**src/vnht_pkg.sv**
```systemverilog
// shared types, constants and codes of the variable name hash table
`timescale 1ns / 1ps

package vnht_pkg;

  // table geometry
  localparam int TableSize = 256;
  localparam int IdxW      = $clog2(TableSize);
  localparam int NameBytes = 16;
  localparam int NameW     = 8 * NameBytes;
  localparam int LenW      = 5;
  localparam int TypeW     = 3;
  localparam int SlotW     = 8;

  // hash constants
  localparam int HashMul  = 179;
  localparam int BaseChar = 65;

  // request queue depth
  localparam int QDepth = 2;
  localparam int QPtrW  = (QDepth > 1) ? $clog2(QDepth) : 1;
  localparam int QCntW  = $clog2(QDepth + 1);

  // action codes (code three behaves as find or create)
  localparam logic [1:0] ActFind   = 2'd0;
  localparam logic [1:0] ActCreate = 2'd1;
  localparam logic [1:0] ActClear  = 2'd2;

  // result status codes
  typedef enum logic [2:0] {
    ST_FOUND     = 3'd0,
    ST_CREATED   = 3'd1,
    ST_DUPLICATE = 3'd2,
    ST_FULL      = 3'd3,
    ST_CLEARED   = 3'd4
  } vnht_status_t;

  // back end states
  typedef enum logic {
    BK_IDLE,
    BK_PROBE
  } vnht_state_t;

  // classified request passed from front to back
  typedef struct packed {
    logic [1:0]      action;
    logic [63:0]     name_low;
    logic [63:0]     name_high;
    logic [LenW-1:0] name_length;
    logic [TypeW-1:0] var_type;
    logic [IdxW-1:0] hash;
  } vnht_req_t;

  // stored slot contents
  typedef struct packed {
    logic [TypeW-1:0] var_type;
    logic [LenW-1:0]  name_length;
    logic [63:0]      name_low;
    logic [63:0]      name_high;
  } vnht_entry_t;

endpackage

```
**src/vnht_queue.sv**
```systemverilog
// short request queue between front and back
`timescale 1ns / 1ps

module vnht_queue (
  input  logic                clk,
  input  logic                rst_n,
  input  logic                push_valid,
  output logic                push_ready,
  input  vnht_pkg::vnht_req_t push_req,
  output logic                pop_valid,
  input  logic                pop_ready,
  output vnht_pkg::vnht_req_t pop_req
);

  vnht_pkg::vnht_req_t          slots_r [vnht_pkg::QDepth];
  logic [vnht_pkg::QPtrW-1:0]   wr_ptr_r, wr_ptr_nxt;
  logic [vnht_pkg::QPtrW-1:0]   rd_ptr_r, rd_ptr_nxt;
  logic [vnht_pkg::QCntW-1:0]   count_r, count_nxt;
  logic                         do_push, do_pop;

  assign push_ready = (count_r != vnht_pkg::QCntW'(vnht_pkg::QDepth));
  assign pop_valid  = (count_r != '0);
  assign pop_req    = slots_r[rd_ptr_r];
  assign do_push    = push_valid && push_ready;
  assign do_pop     = pop_valid && pop_ready;

  // pointer and count update
  always_comb begin
    wr_ptr_nxt = wr_ptr_r;
    rd_ptr_nxt = rd_ptr_r;
    count_nxt  = count_r;
    if (do_push) begin
      wr_ptr_nxt = (wr_ptr_r == vnht_pkg::QPtrW'(vnht_pkg::QDepth - 1)) ? '0 :
                   wr_ptr_r + 1'b1;
    end
    if (do_pop) begin
      rd_ptr_nxt = (rd_ptr_r == vnht_pkg::QPtrW'(vnht_pkg::QDepth - 1)) ? '0 :
                   rd_ptr_r + 1'b1;
    end
    if (do_push && !do_pop) begin
      count_nxt = count_r + 1'b1;
    end else if (do_pop && !do_push) begin
      count_nxt = count_r - 1'b1;
    end
  end

  always_ff @(posedge clk) begin
    if (!rst_n) begin
      wr_ptr_r <= '0;
      rd_ptr_r <= '0;
      count_r  <= '0;
    end else begin
      wr_ptr_r <= wr_ptr_nxt;
      rd_ptr_r <= rd_ptr_nxt;
      count_r  <= count_nxt;
    end
  end

  // queue storage
  always_ff @(posedge clk) begin
    if (do_push) begin
      slots_r[wr_ptr_r] <= push_req;
    end
  end

endmodule

```
**config.mk**
```make
export PLATFORM = sky130hd
export DESIGN_NAME = vnht_queue
export DESIGN_NICKNAME = d
export VERILOG_FILES = /design/src/vnht_pkg.sv /design/src/vnht_queue.sv
export SDC_FILE = /design/constraint.sdc
export NUM_CORES = 1
export LEC_CHECK = 0
export BUFFER_PORTS_ARGS = -buffer_cell sky130_fd_sc_hd__buf_2
export CAP_MARGIN = 40
export CELL_PAD_IN_SITES_DETAIL_PLACEMENT = 1
export CELL_PAD_IN_SITES_GLOBAL_PLACEMENT = 1
export CORE_MARGIN = 2
export CORE_UTILIZATION = 49
export CTS_BUF_LIST = sky130_fd_sc_hd__clkbuf_4 sky130_fd_sc_hd__clkbuf_8
export DETAILED_ROUTE_END_ITERATION = 10
export GPL_ROUTABILITY_DRIVEN = 0
export HOLD_SLACK_MARGIN = 0.08
export MAX_ROUTING_LAYER = met4
export PLACE_DENSITY = 0.94
export SETUP_SLACK_MARGIN = 0.4
export SLEW_MARGIN = 0
export SYNTH_ARGS = -nofsm -noshare
export SYNTH_HDL_FRONTEND = slang
export SYNTH_SLANG_ARGS = --single-unit
```
**constraint.sdc**
```tcl
create_clock -name clk -period 17 [get_ports clk]
set_input_delay 5.1 -clock clk [delete_from_list [all_inputs] [get_ports clk]]
set_output_delay 5.1 -clock clk [all_outputs]
set_load 0.05 [all_outputs]
```
==> results.md <==
- The run finished with clean final reports.
- The most frequent cell after synthesis is sky130_fd_sc_hd__edfxtp_1.
- The category of the most critical setup path is reg2out.
- The first detailed-routing pass ran for 4 iterations.
- The final critical delay including setup and external delays is 7.46 ns.
- The total global routing track utilization is 0.217.
- The final design utilization is 0.622.
- The total length of routed wires is 24.6 mm.
- The number of buffers created by CTS is 48.
- The cell taking the most area after synthesis is sky130_fd_sc_hd__edfxtp_1.
- The standard-cell row count is 54.
- Entering global routing, the biggest net connects 74 pins.
- The number of max-cap violations is 0.
- The detailed router placed 5,738 vias in this run.
- The count of buffers added on input and output ports is 297.
- By count the netlist is led by sky130_fd_sc_hd__edfxtp_1, sky130_fd_sc_hd__mux2_2, sky130_fd_sc_hd__buf_6.
- After legalization and detailed placement, the total HPWL measured 16.6 mm.
- The number of max-slew violations in the final report is 0.
- The core region is 21,800 um2.
- The number of nets in the synthesized netlist is 629.
- The combined buffer and inverter count along the critical path is 3.
- The number of routed nets with antenna violations is 0.
- After synthesis, the mean cell area works out to 22.6 um2.
- The overall power after layout is 2.33 mW.
- After synthesis the netlist holds a flip-flop and latch count of 297.
- The worst endpoint data arrival time is 2.36 ns.
- The number of flops mapped to enable cells by yosys is 292.
- The iteration-0 DRC count of the detailed router is 278.
- The floorplan step set the die height to 153 um.
- The signal on the critical path passes through buf_4 -> buf_12 -> mux2_2 -> buf_2.
- The number of clock sinks seen by CTS is 297.
- The number of nets in the finished design is 968.
- The average wire per standard cell is 21.7 um.
- The share of synthesized flip-flops with an asynchronous set or reset is 0.
- The clock tree from TritonCTS is yes.
- Summed over all layers, the global routing overflow is 0.
- The netlist uses 21 different library cells.
- Of the synthesized area, sequential elements account for 0.820.
- The most instantiated flip-flop cell in the synthesis netlist is sky130_fd_sc_hd__edfxtp_1.
- The later pin in the worst-skew pair is clocked with a latency of 0.54 ns.
- After routing, the total negative slack on setup checks comes to 0 ns.
- The tree is rooted in a sky130_fd_sc_hd__clkbuf_8.
- The area growth from synthesis to layout is 25.2%.
- The cell count after synthesis came out at 478.
- For the pin with the worst max-slew slack, the measured transition is 0.723 ns.
- The wire length of the first global-routing pass is 37.5 mm.
- Buffers added to address setup during post-CTS repair amount to 0.
- The count of yosys warnings during synthesis is 0.
- The maximum resistive drop on vdd is 0.168 mV.
- For this design the static power due to leakage is 5.06 nW.
- Dividing the final minimum period by the clock period gives 0.439.
- Clock skew on the completed layout was measured at 0.0182 ns.
- During I/O placement, the number of pins put on the boundary was 298.
- The final hold violation count is 0.
- The fraction of final layout cells sized beyond drive strength 1 is 0.617.
- The die is 153 um wide.
- The count of hold buffers inserted by post-cts repair is 0.
- The slowest stage of the critical path belongs to the cell sky130_fd_sc_hd__dfxtp_4.
- The largest delay contributor family on the critical path is buffers and inverters.
- STA classifies the critical path startpoint as a register.
- The class of the worst hold path is reg2reg.
- The data required time of the critical path is 11.90 ns.
- The critical path capture point type is an output pin.
- In this run, post-CTS repair resized a total of 0 instances.
- The relative max-transition margin is 0.518.
- The via count of the first global-routing pass is 6,523.
- The routed via count divided by cell count is 5.06.
- The share of Yosys cell area claimed by the top area cell type is 0.811.
- The maximum frequency from static timing analysis is 134 MHz.
- Setup repair after global routing left no endpoint under its margin.
- Ranked by total cell area, the synthesized netlist is headed by sky130_fd_sc_hd__edfxtp_1, sky130_fd_sc_hd__mux2_2, sky130_fd_sc_hd__buf_6.
- The initial core utilization is 0.497.
- The netlist area before placement is 10,800 um2.
- After clock tree synthesis, the clock-pin slew on the worst setup and hold paths is 0.05 ns.
- The die covers 23,300 um2.
- The clock passes through at most 3 buffers.
- Setup violations remaining at the end of the flow were counted as 0.
- Power spread over the standard cell area amounts to 172 nW/um2.
- The total number of H-tree levels is 2.
- The initial antenna violation count came to 3.
- The delay contributed by the slowest stage of the critical path is 0.46 ns.
- In the routed design, unresolved DRC markers number 0.
- The peak fanout along the critical path is 44.
[cell type report]
type	count	area [um2]
antenna	3	7.51
clock buffer	66	802
clock inverter	19	75.1
fill	1975	8220
inverter	1	8.76
multi-input combinational	164	1790
sequential	297	8870
tap	280	350
timing repair buffer	305	1630
[per-stage QoR]
stage / hold slack [ns] / std cells / instance area [um2] / setup WS (ns)
after global placement: 0.536 / 1042 / 12500 / 9.31
after detailed placement: 0.584 / 1047 / 12700 / 9.70
after CTS: 0.606 / 1132 / 13500 / 9.49
final: 0.596 / 1135 / 13500 / 9.54
after floorplan: 0.512 / 478 / 10800 / 7.97
after global routing: 0.649 / 1135 / 13500 / 9.42
[worst min-delay path, cell delays in order (launching register included)]
cell and delay [ns]:
sky130_fd_sc_hd__dfxtp_1 0.32, sky130_fd_sc_hd__xnor2_1 0.08, sky130_fd_sc_hd__and2_1 0.15
[registers in the layout (all words and copies together), names as in the netlist, named ones only]
signal,cells
rd_ptr_r,1
count_r,2
wr_ptr_r,1
slots_r,292
[logic make-up (layout without fill, tap and decap cells)]
group / count (synthesis) / count (layout) / synth area share
buf+inv: 17 / 391 / 0.0147
flops: 297 / 297 / 0.820
simple gates: 9 / 9 / 0.00602
xor+xnor: 3 / 3 / 0.00243
compound gates: 5 / 5 / 0.00324
fa+ha+maj: 1 / 1 / 0.00116
other cells: 0 / 3 / 0
mux: 146 / 146 / 0.152
[where the power goes]
part	switching, mW	internal (mW)	total [mW]
clock network	0.260	0.303	0.563
registers	0.0305	0.916	0.946
logic	0.599	0.224	0.823
total	0.889	1.44	2.33
[per-layer routing]
layer,wire length (um),share of wire,track usage,vias up
met5,0,0,-,-
met3,1740,0.071,0.0631,48
met2,13400,0.55,0.390,237
met1,8870,0.36,0.232,2857
met4,582,0.024,0.0670,0
li1,-,-,-,2596
[cell usage in the layout, fill, tap and decap left out]
master / count
sky130_fd_sc_hd__clkinv_1: 16
sky130_fd_sc_hd__or3_1: 1
sky130_fd_sc_hd__a21bo_2: 1
sky130_fd_sc_hd__nand3b_1: 1
sky130_fd_sc_hd__and3_4: 1
sky130_fd_sc_hd__xnor2_1: 2
sky130_fd_sc_hd__inv_6: 1
sky130_fd_sc_hd__clkinv_2: 3
sky130_fd_sc_hd__and2_1: 4
sky130_fd_sc_hd__o21ai_1: 1
sky130_fd_sc_hd__a21boi_0: 1
sky130_fd_sc_hd__or2_2: 1
sky130_fd_sc_hd__xor2_1: 1
sky130_fd_sc_hd__buf_2: 297
sky130_fd_sc_hd__dfxtp_4: 1
sky130_fd_sc_hd__ha_1: 1
sky130_fd_sc_hd__buf_12: 2
sky130_fd_sc_hd__nand2b_4: 1
sky130_fd_sc_hd__clkbuf_4: 17
sky130_fd_sc_hd__buf_4: 3
sky130_fd_sc_hd__mux2_2: 146
sky130_fd_sc_hd__clkbuf_8: 49
sky130_fd_sc_hd__edfxtp_1: 292
sky130_fd_sc_hd__dfxtp_1: 4
sky130_fd_sc_hd__a21boi_1: 1
sky130_fd_sc_hd__o21ai_0: 1
sky130_fd_sc_hd__diode_2: 3
sky130_fd_sc_hd__buf_16: 3
[final timing paths]
| kind | startpoint | to | slack [ns] | cells past startpoint |
|---|---|---|---|---|
| setup / recovery | register | pop_req[137] | 9.54 | 4 |
| setup reg to reg | count_r[0] | slots_r[0][143] | 14.32 | 5 |
| hold / removal | rd_ptr_r | register | 0.60 | 2 |
| hold reg to reg | rd_ptr_r | register | 0.60 | 2 |
No activity file was read; power rests on OpenSTA's default activity.
