==> config.mk <==
export PLATFORM = sky130hd
export DESIGN_NAME = vnht_front
export DESIGN_NICKNAME = d
export VERILOG_FILES = /design/src/vnht_pkg.sv /design/src/vnht_front.sv
export SDC_FILE = /design/constraint.sdc
export NUM_CORES = 1
export LEC_CHECK = 0
export BUFFER_PORTS_ARGS = -buffer_cell sky130_fd_sc_hd__buf_2
export CORE_UTILIZATION = 40
export DETAILED_ROUTE_END_ITERATION = 6
export GPL_ROUTABILITY_DRIVEN = 0
export GPL_TIMING_DRIVEN = 1
export SLEW_MARGIN = 30
export SYNTH_ARGS = -nofsm -noshare
export SYNTH_HDL_FRONTEND = slang
export SYNTH_SLANG_ARGS = --single-unit
==> constraint.sdc <==
create_clock -name clk -period 32.4 [get_ports clk]
set_input_delay 3.24 -clock clk [delete_from_list [all_inputs] [get_ports clk]]
set_output_delay 3.24 -clock clk [all_outputs]
set_load 0.05 [all_outputs]
==> src/vnht_pkg.sv <==
// shared types, constants and codes of the variable name hash table
`timescale 1ns / 1ps

package vnht_pkg;

  // table geometry
  localparam int TableSize = 256;
  localparam int IdxW      = $clog2(TableSize);
  localparam int NameBytes = 16;
  localparam int NameW     = 8 * NameBytes;
  localparam int LenW      = 5;
  localparam int TypeW     = 3;
  localparam int SlotW     = 8;

  // hash constants
  localparam int HashMul  = 179;
  localparam int BaseChar = 65;

  // request queue depth
  localparam int QDepth = 2;
  localparam int QPtrW  = (QDepth > 1) ? $clog2(QDepth) : 1;
  localparam int QCntW  = $clog2(QDepth + 1);

  // action codes (code three behaves as find or create)
  localparam logic [1:0] ActFind   = 2'd0;
  localparam logic [1:0] ActCreate = 2'd1;
  localparam logic [1:0] ActClear  = 2'd2;

  // result status codes
  typedef enum logic [2:0] {
    ST_FOUND     = 3'd0,
    ST_CREATED   = 3'd1,
    ST_DUPLICATE = 3'd2,
    ST_FULL      = 3'd3,
    ST_CLEARED   = 3'd4
  } vnht_status_t;

  // back end states
  typedef enum logic {
    BK_IDLE,
    BK_PROBE
  } vnht_state_t;

  // classified request passed from front to back
  typedef struct packed {
    logic [1:0]      action;
    logic [63:0]     name_low;
    logic [63:0]     name_high;
    logic [LenW-1:0] name_length;
    logic [TypeW-1:0] var_type;
    logic [IdxW-1:0] hash;
  } vnht_req_t;

  // stored slot contents
  typedef struct packed {
    logic [TypeW-1:0] var_type;
    logic [LenW-1:0]  name_length;
    logic [63:0]      name_low;
    logic [63:0]      name_high;
  } vnht_entry_t;

endpackage

==> src/vnht_front.sv <==
// front end: name normalization, hash and request register
`timescale 1ns / 1ps

module vnht_front (
  input  logic                     clk,
  input  logic                     rst_n,
  input  logic                     in_valid,
  output logic                     in_ready,
  input  logic [1:0]               in_action,
  input  logic [63:0]              in_name_low,
  input  logic [63:0]              in_name_high,
  input  logic [vnht_pkg::LenW-1:0]  in_name_length,
  input  logic [vnht_pkg::TypeW-1:0] in_var_type,
  output logic                     req_valid,
  input  logic                     req_ready,
  output vnht_pkg::vnht_req_t      req
);

  logic                          valid_r;
  vnht_pkg::vnht_req_t           req_r;
  logic [vnht_pkg::LenW-1:0]     len_c;
  logic [vnht_pkg::NameW-1:0]    raw_c;
  logic [vnht_pkg::NameW-1:0]    name_c;
  logic [vnht_pkg::IdxW-1:0]     hash_c;
  vnht_pkg::vnht_req_t           req_c;

  // clamp length, drop bytes past it, sum the weighted bytes
  always_comb begin
    len_c = (in_name_length > vnht_pkg::LenW'(vnht_pkg::NameBytes)) ?
            vnht_pkg::LenW'(vnht_pkg::NameBytes) : in_name_length;
    raw_c  = {in_name_high, in_name_low};
    name_c = '0;
    hash_c = '0;
    for (int i = 0; i < vnht_pkg::NameBytes; i++) begin
      if (vnht_pkg::LenW'(i) < len_c) begin
        name_c[i*8 +: 8] = raw_c[i*8 +: 8];
        // only bytes inside the name take part in the sum
        hash_c = hash_c + (vnht_pkg::IdxW'(name_c[i*8 +: 8]) -
                           vnht_pkg::IdxW'(vnht_pkg::BaseChar)) *
                          vnht_pkg::IdxW'(i * vnht_pkg::HashMul);
      end
    end
    req_c.action      = in_action;
    req_c.name_low    = name_c[63:0];
    req_c.name_high   = name_c[127:64];
    req_c.name_length = len_c;
    req_c.var_type    = in_var_type;
    req_c.hash        = hash_c;
  end

  assign in_ready  = !valid_r || req_ready;
  assign req_valid = valid_r;
  assign req       = req_r;

  // request valid flag
  always_ff @(posedge clk) begin
    if (!rst_n) begin
      valid_r <= 1'b0;
    end else if (in_ready) begin
      valid_r <= in_valid;
    end
  end

  // request payload
  always_ff @(posedge clk) begin
    if (in_valid && in_ready) begin
      req_r <= req_c;
    end
  end

endmodule

==> results of run 1 <==
==> cell usage in the layout (no fill, tap or decap), types with 82 or more instances in the layout <==
| master | synthesis | layout |
|---|---|---|
| nand2_1 | 82 | 82 |
| inv_1 | 229 | 229 |
| buf_2 | 3 | 289 |
| nor2_1 | 116 | 115 |
| xor2_1 | 85 | 85 |
| a21oi_1 | 83 | 83 |
| xnor2_1 | 164 | 164 |
| ha_1 | 250 | 250 |
| edfxtp_1 | 146 | 146 |
| fa_1 | 85 | 85 |
==> routing by layer <==
metal	up-vias	routed length [um]
li1	6233	-
met1	5884	18850
met2	278	19850
met3	42	2172
met4	0	689
met5	-	0
==> stage by stage <==
| stage | worst slack [ns] | area (um2) | hold WS (ns) | util (%) | std cells |
|---|---|---|---|---|---|
| 2_1_floorplan | 4.610 | 16520 | 1.146 | - | 1682 |
| 3_3_place_gp | 3.192 | 18560 | 0.5383 | 45.56 | 2476 |
| 3_5_place_dp | 2.444 | 18560 | 0.5580 | 45.56 | 2476 |
| 4_1_cts | 2.945 | 19160 | 0.5700 | 47.03 | 2508 |
| 5_1_grt | 1.139 | 19160 | 0.6139 | 47.04 | 2508 |
| 6_report | 2.945 | 19170 | 0.5806 | 47.05 | 2510 |
==> state kept, by name, indices dropped and copies added (netlist names) <==
| register | flops |
|---|---|
| req | 146 |
| req_valid | 1 |
==> worst max-delay path by stage <==
stage                         startpoint  endpoint  slack [ns]  cells past startpoint
after global placement    in_name_low[8]    req[7]        3.19                    118
after global routing      in_name_low[8]    req[7]        1.14                    119
after floorplan           in_name_low[8]    req[7]        4.61                    117
final                     in_name_low[8]    req[7]        2.95                    118
after detailed placement  in_name_low[8]    req[7]        2.44                    118
after CTS                 in_name_low[8]    req[7]        2.95                    118
==> critical path: cells and delay by family <==
family                     cells  cell delay (ns)
adders and majority gates     39            15.63
AOI/OAI and AO/OA             17             2.60
buffers and inverters         17             0.99
xor gates and xnor gates      23             4.30
and+or+nand+nor               22             2.89
==> area by class of cell <==
| class | instances | area share [%] |
|---|---|---|
| timing repair buffer | 299 | 7.937 |
| clock buffer | 18 | 2.239 |
| tap | 532 | 3.472 |
| multi-input combinational | 1268 | 57.97 |
| sequential | 147 | 22.98 |
| antenna | 2 | 0.02611 |
| clock inverter | 14 | 0.8746 |
| inverter | 230 | 4.504 |
==> kinds of logic (layout without fill, tap and decap cells) <==
family	after synthesis	after routing	share of synthesized area, %
compound gates	240	240	9.196
simple gates	407	407	12.36
xor+xnor	257	257	14.29
other cells	0	2	0
fa+ha+maj	336	336	29.30
buf+inv	267	561	6.226
flops	147	147	26.66
mux	28	28	1.962
==> impl_metrics.py, run 1 <==
metrics = {
    "outcome": {
        "status": "finished, final reports clean",
    },
    "synth": {
        "yosysTopAreaCell": "edfxtp_1",
        "ys_async_sr_fraction_pct": 0,
        "yosys-top-cells-count": "ha_1, inv_1, xnor2_1",
        "synth_area_leaders": "edfxtp_1, ha_1, fa_1",
        "synth_flop_cell": "edfxtp_1",
        "syn-cell-area_um2": 16520,
        "yosysMostFrequentCell": "ha_1",
        "synth.net_count": 2159,
        "synth_top_area_share_pct": 26.54,
        "synth_edf_count": 146,
        "ys_seq_area_share_pct": 26.66,
        "syn_avg_cell_area_um2": 9.821,
        "yosysUniqueCellTypes": 68,
        "ys_warn_count": 0,
        "ys_ff_latch": 147,
        "syn_inst": 1682,
    },
    "global_route": {
        "antenna_found_initial": 3,
        "grt_pass1_vias": 12666,
        "grt_first_pass_wirelength_mm": 65.61,
        "grt_busiest_layer": "met2",
        "groute.usage.overall_pct": 20.22,
        "grt_overflow": 0,
        "grt_use_met2_pct": 33.77,
        "grtUsageMet3_pct": 4.498,
        "grt_util_met1_pct": 26.07,
        "grt_max_degree": 72,
    },
    "place": {
        "hpwl_mm": 34.58,
        "port_buffers": 289,
    },
    "floorplanning": {
        "die_h_um": 205.2,
        "die_w_um": 205.2,
        "fp-row-count": 74,
        "die_area_um2": 42110,
        "io_pins": 290,
        "fp.coreArea_um2": 40740,
        "initial_utilization_pct": 40.55,
    },
    "clocking": {
        "cts_buffer_depth": 2,
        "htree_levels": 4,
        "cts_tree": "yes",
        "ctsResizeCount": 0,
        "cts-hold-fix-buffers": 0,
        "clock_latency_ns": 0.48,
        "clk_pin_slew_ns": 0.07,
        "clock_sinks": 147,
        "clockRootBuffer": "clkbuf_16",
        "cts_setup_buffers": 0,
        "numCtsBuffers": 17,
    },
    "critical_path": {
        "reg2reg_depth": 3,
        "path_class": "input port to flop",
        "worstReg2RegEnd": "req[128]",
        "cp_slowest_cell": "fa_1",
        "r2r-start": "req_valid",
        "path_max_fanout": 7,
        "crit_path_start_kind": "input port",
        "crit_required_ns": 32.63,
        "max_stage_delay_ns": 0.56,
        "ff2ff_setup_slack_ns": 30.45,
        "endpoint_kind": "flop",
        "cpMostUsedCell": "ha_1",
        "arrival_ns": 29.69,
    },
    "detailed_routing": {
        "route.detailed.drc": 0,
        "drt-initial-drc-count": 517,
        "routedWlPerCell_um": 16.56,
        "drt_pre_antenna_iters": 5,
        "drtAntennaViolNets": 0,
        "vias": 12437,
        "vias_per_cell": 4.955,
        "routed_wl_mm": 41.57,
    },
    "timing": {
        "period_minus_slack_ns": 29.45,
        "grt_setup_unrepaired": "false",
        "hold_viol_final": 0,
        "fin_skew_ns": 0.007605,
        "fmax_mhz": 33.95,
        "drv_slew": 0,
        "worstMarginPinSlew_ns": 0.9757,
        "max_slew_margin_pct": 34.95,
        "fin_crit_sh_pct": 90.91,
        "setup_tns_ns": 0,
        "setup_viol": 0,
    },
    "worst_hold_path": {
        "hold_start": "req_valid",
        "worstHoldEndpoint": "req_valid",
        "min_path_type": "flop to flop",
        "min_path_cells": 2,
    },
    "final_layout": {
        "nets": 2440,
        "area_growth_pct": 16.05,
        "fillCellCount": 3885,
        "multi_input_area_um2": 11110,
        "drive_gt1_share_pct": 18.52,
        "ff_latch_area_um2": 4404,
    },
    "flow_run": {
        "max_cap_viol_count": 0,
    },
}
Power of run 1 is left out: the tool's default activity adds up to more than one toggle a clock period on the data nets, which glitch-free logic cannot reach.
==> inputs of run 2 (changes only) <==
==> constraint.sdc (replaced) <==
create_clock -name clk -period 32.4 [get_ports clk]
set_input_delay 1.62 -clock clk [delete_from_list [all_inputs] [get_ports clk]]
set_output_delay 1.62 -clock clk [all_outputs]
set_load 0.05 [all_outputs]
==> impl_metrics.py, run 2 (synthesis results as in run 1) <==
metrics = {
    "outcome": {
        "status": "finished, final reports clean",
    },
    "timing": {
        "max_slew_margin_pct": 38.41,
        "hold_viol_final": 0,
        "drv_slew": 0,
        "fmax_mhz": 36.17,
        "setup_tns_ns": 0,
        "setup_viol": 0,
        "grt_setup_unrepaired": "false",
        "worstMarginPinSlew_ns": 0.9239,
        "fin_crit_sh_pct": 85.34,
        "period_minus_slack_ns": 27.65,
        "fin_skew_ns": 0.01059,
    },
    "place": {
        "port_buffers": 289,
        "post_dp_cell_area_um2": 18570,
        "hpwl_mm": 34.51,
    },
    "floorplanning": {
        "fp.coreArea_um2": 40740,
        "die_h_um": 205.2,
        "fp-row-count": 74,
        "die_w_um": 205.2,
        "io_pins": 290,
        "initial_utilization_pct": 40.55,
        "die_area_um2": 42110,
    },
    "clocking": {
        "cts_tree": "yes",
        "cts-hold-fix-buffers": 0,
        "ctsResizeCount": 0,
        "cts_setup_buffers": 0,
        "clk_pin_slew_ns": 0.07,
        "cts_buffer_depth": 2,
        "clock_sinks": 147,
        "htree_levels": 4,
        "clock_latency_ns": 0.49,
        "clockRootBuffer": "clkbuf_16",
        "numCtsBuffers": 17,
    },
    "critical_path": {
        "crit_path_start_kind": "input port",
        "worstReg2RegEnd": "req[135]",
        "reg2reg_depth": 3,
        "path_max_fanout": 7,
        "endpoint": "req[7]",
        "r2r-start": "req_valid",
        "ff2ff_setup_slack_ns": 30.52,
        "cpMostUsedCell": "ha_1",
        "arrival_ns": 27.89,
        "max_stage_delay_ns": 0.56,
        "path_class": "input port to flop",
        "cp-startpoint": "in_name_low[8]",
        "crit_required_ns": 32.64,
        "cp_slowest_cell": "fa_1",
        "endpoint_kind": "flop",
    },
    "detailed_routing": {
        "vias_per_cell": 4.938,
        "routedWlPerCell_um": 16.57,
        "routed_wl_mm": 41.60,
        "drtAntennaViolNets": 0,
        "drt-initial-drc-count": 557,
        "route.detailed.drc": 0,
        "drt_pre_antenna_iters": 5,
        "vias": 12395,
    },
    "flow_run": {
        "max_cap_viol_count": 0,
    },
    "global_route": {
        "grt_max_degree": 72,
        "grt_overflow": 0,
        "grt_first_pass_wirelength_mm": 65.43,
        "groute.usage.overall_pct": 20.30,
        "antenna_found_initial": 3,
        "grt_pass1_vias": 12593,
    },
    "final_layout": {
        "final_cell_mix": "buf_2, ha_1, inv_1, xnor2_1, edfxtp_1",
        "final_common_cell": "buf_2",
        "final_area_um2": 19130,
        "area_growth_pct": 15.84,
        "drive_gt1_share_pct": 18.52,
        "largest_register_ffs": 146,
        "nets": 2440,
    },
    "worst_hold_path": {
        "min_path_cells": 2,
        "min_path_type": "flop to flop",
    },
}
[run 2: cell types whose count changed in the layout (fill, tap and decap cells not counted)]
cell,before,now
clkinv_1,1,2
bufinv_16,2,0
inv_6,6,8
clkinv_8,0,1
clkinv_4,2,1
clkbuf_1,1,0
[run 2: worst max-delay path: cells and delay by family]
family	cells	cell delay, ns
AO/OA/AOI/OAI	17	2.58
XOR/XNOR	23	4.26
adder cells (fa/ha/maj)	39	15.52
buffers and inverters	17	0.99
AND/OR/NAND/NOR	22	2.84
[run 2: worst min path at each step]
stage | start | endpoint
final | req_valid | req_valid
after global routing | req_valid | req_valid
after detailed placement | req_valid | req_valid
after floorplan | req_valid | req_valid
after CTS | req_valid | req_valid
after global placement | req_valid | req_valid
[run 2: per-layer routing]
| metal | vias up | part of all wire, % | GRT usage (%) |
|---|---|---|---|
| li1 | 6240 | - | - |
| met1 | 5878 | 45 | 26.22 |
| met5 | - | 0 | 0 |
| met3 | 23 | 5.2 | 4.846 |
| met2 | 254 | 48 | 33.89 |
| met4 | 0 | 1.4 | 5.212 |
[run 2: cell type report]
type                            count  area (um2)
Fill cell                        3921       21600
Multi-Input combinational cell   1268       11110
Sequential cell                   147        4404
Timing Repair Buffer              299        1521
Inverter                          230       863.3
Tap cell                          532       665.6
Clock buffer                       17       425.4
Clock inverter                     15       136.4
Antenna cell                        2       5.005
[run 2: stage by stage]
stage / cells / setup WS (ns) / util, % / hold WS (ns)
after floorplan: 1682 / 6.230 / - / 1.146
after global placement: 2476 / 4.814 / 45.56 / 0.5387
after detailed placement: 2476 / 4.182 / 45.58 / 0.5663
after CTS: 2508 / 4.718 / 46.96 / 0.5779
after global routing: 2508 / 3.111 / 46.96 / 0.6186
final: 2510 / 4.750 / 46.97 / 0.5635
Power of run 2 is left out for the same reason.
==> inputs of run 3 (changes only) <==
==> constraint.sdc (replaced) <==
create_clock -name clk -period 29.4 [get_ports clk]
set_input_delay 1.47 -clock clk [delete_from_list [all_inputs] [get_ports clk]]
set_output_delay 1.47 -clock clk [all_outputs]
set_load 0.05 [all_outputs]
==> impl_metrics.py, run 3 (synthesis results as in run 1) <==
metrics = {
    "outcome": {
        "status": "finished, final reports clean",
    },
    "final_layout": {
        "final_util_pct": 47.00,
        "final_cell_mix": "buf_2, ha_1, inv_1, xnor2_1, edfxtp_1",
        "multi_input_area_um2": 11110,
        "final_area_um2": 19150,
        "final_common_cell": "buf_2",
        "area_growth_pct": 15.91,
        "drive_gt1_share_pct": 18.52,
        "nets": 2440,
        "fin_cells": 2510,
        "fillCellCount": 3917,
        "ff_latch_area_um2": 4404,
        "largest_register_ffs": 146,
    },
    "timing": {
        "hold_viol_final": 0,
        "fmax_mhz": 36.40,
        "period_minus_slack_ns": 27.47,
        "setup_tns_ns": 0,
        "fin_skew_ns": 0.01030,
        "max_slew_margin_pct": 31.02,
        "worstMarginPinSlew_ns": 1.022,
        "grt_setup_unrepaired": "false",
        "drv_slew": 0,
        "setup_viol": 0,
        "fin_crit_sh_pct": 93.44,
    },
    "clocking": {
        "clock_latency_ns": 0.48,
        "cts-hold-fix-buffers": 0,
        "cts_setup_buffers": 0,
        "numCtsBuffers": 17,
        "clk_pin_slew_ns": 0.07,
        "clock_sinks": 147,
        "ctsResizeCount": 0,
        "clockRootBuffer": "clkbuf_16",
        "cts_tree": "yes",
        "cts_buffer_depth": 2,
        "htree_levels": 4,
    },
    "detailed_routing": {
        "drt_pre_antenna_iters": 4,
        "vias": 12395,
        "routedWlPerCell_um": 16.58,
        "route.detailed.drc": 0,
        "drt-initial-drc-count": 483,
        "routed_wl_mm": 41.61,
        "drtAntennaViolNets": 0,
        "vias_per_cell": 4.938,
    },
    "global_route": {
        "antenna_found_initial": 3,
        "grt_max_degree": 72,
        "grt_pass1_vias": 12702,
        "groute.usage.overall_pct": 20.43,
        "grt_first_pass_wirelength_mm": 65.87,
        "grt_overflow": 0,
    },
    "place": {
        "post_dp_cell_area_um2": 18560,
        "dpl.cell_count": 2476,
        "port_buffers": 289,
        "hpwl_mm": 34.42,
    },
    "critical_path": {
        "crit_required_ns": 29.64,
        "cpLargestDelayFamily": "adder cells",
        "endpoint_kind": "flop",
        "cp_slowest_cell": "fa_1",
        "crit_path_start_kind": "input port",
        "max_stage_delay_ns": 0.56,
        "path_max_fanout": 7,
        "cpMostUsedCell": "ha_1",
        "path_class": "input port to flop",
        "crit_buf_inv": 17,
        "arrival_ns": 27.71,
    },
    "floorplanning": {
        "die_w_um": 205.2,
        "die_area_um2": 42110,
        "fp.coreArea_um2": 40740,
        "initial_utilization_pct": 40.55,
        "fp-row-count": 74,
        "io_pins": 290,
        "die_h_um": 205.2,
    },
    "flow_run": {
        "max_cap_viol_count": 0,
    },
    "worst_hold_path": {
        "min_path_type": "flop to flop",
    },
}
[run 3: final timing paths]
kind	startpoint	to	slack, ns	cells after the start
worst min-delay path	req_valid	req_valid	0.55	2
worst max register to register	req_valid	req[128]	27.51	3
worst max-delay path	in_name_low[8]	req[7]	1.93	118
worst min register to register	req_valid	req_valid	0.55	2
[run 3: area by class of cell]
class,count,area share [%]
Timing Repair Buffer,299,7.946
Sequential cell,147,23.00
Inverter,230,4.509
Clock buffer,17,2.222
Antenna cell,2,0.02614
Clock inverter,15,0.7776
Multi-Input combinational cell,1268,58.04
Tap cell,532,3.476
[run 3: metrics by stage]
| stage | worst slack [ns] | hold slack, ns |
|---|---|---|
| 2_1_floorplan | 3.380 | 1.146 |
| 3_3_place_gp | 1.950 | 0.5373 |
| 3_5_place_dp | 1.394 | 0.5520 |
| 4_1_cts | 1.919 | 0.5609 |
| 5_1_grt | 0.1654 | 0.6041 |
| 6_report | 1.930 | 0.5518 |
[run 3: tightest hold or removal path: cells and delay by family (launching register included)]
kind / cells / cell delay, ns
compound gates: 1 / 0.09
flops: 1 / 0.31
simple gates: 1 / 0.11
[run 3: per-layer routing]
metal | wire length (um) | GRT usage, % | share of wire [%]
met3 | 2013 | 4.292 | 4.8
met2 | 19580 | 33.41 | 47
met1 | 19180 | 26.73 | 46
met4 | 833 | 6.878 | 2.0
met5 | 0 | 0 | 0
Power of run 3 is left out for the same reason.
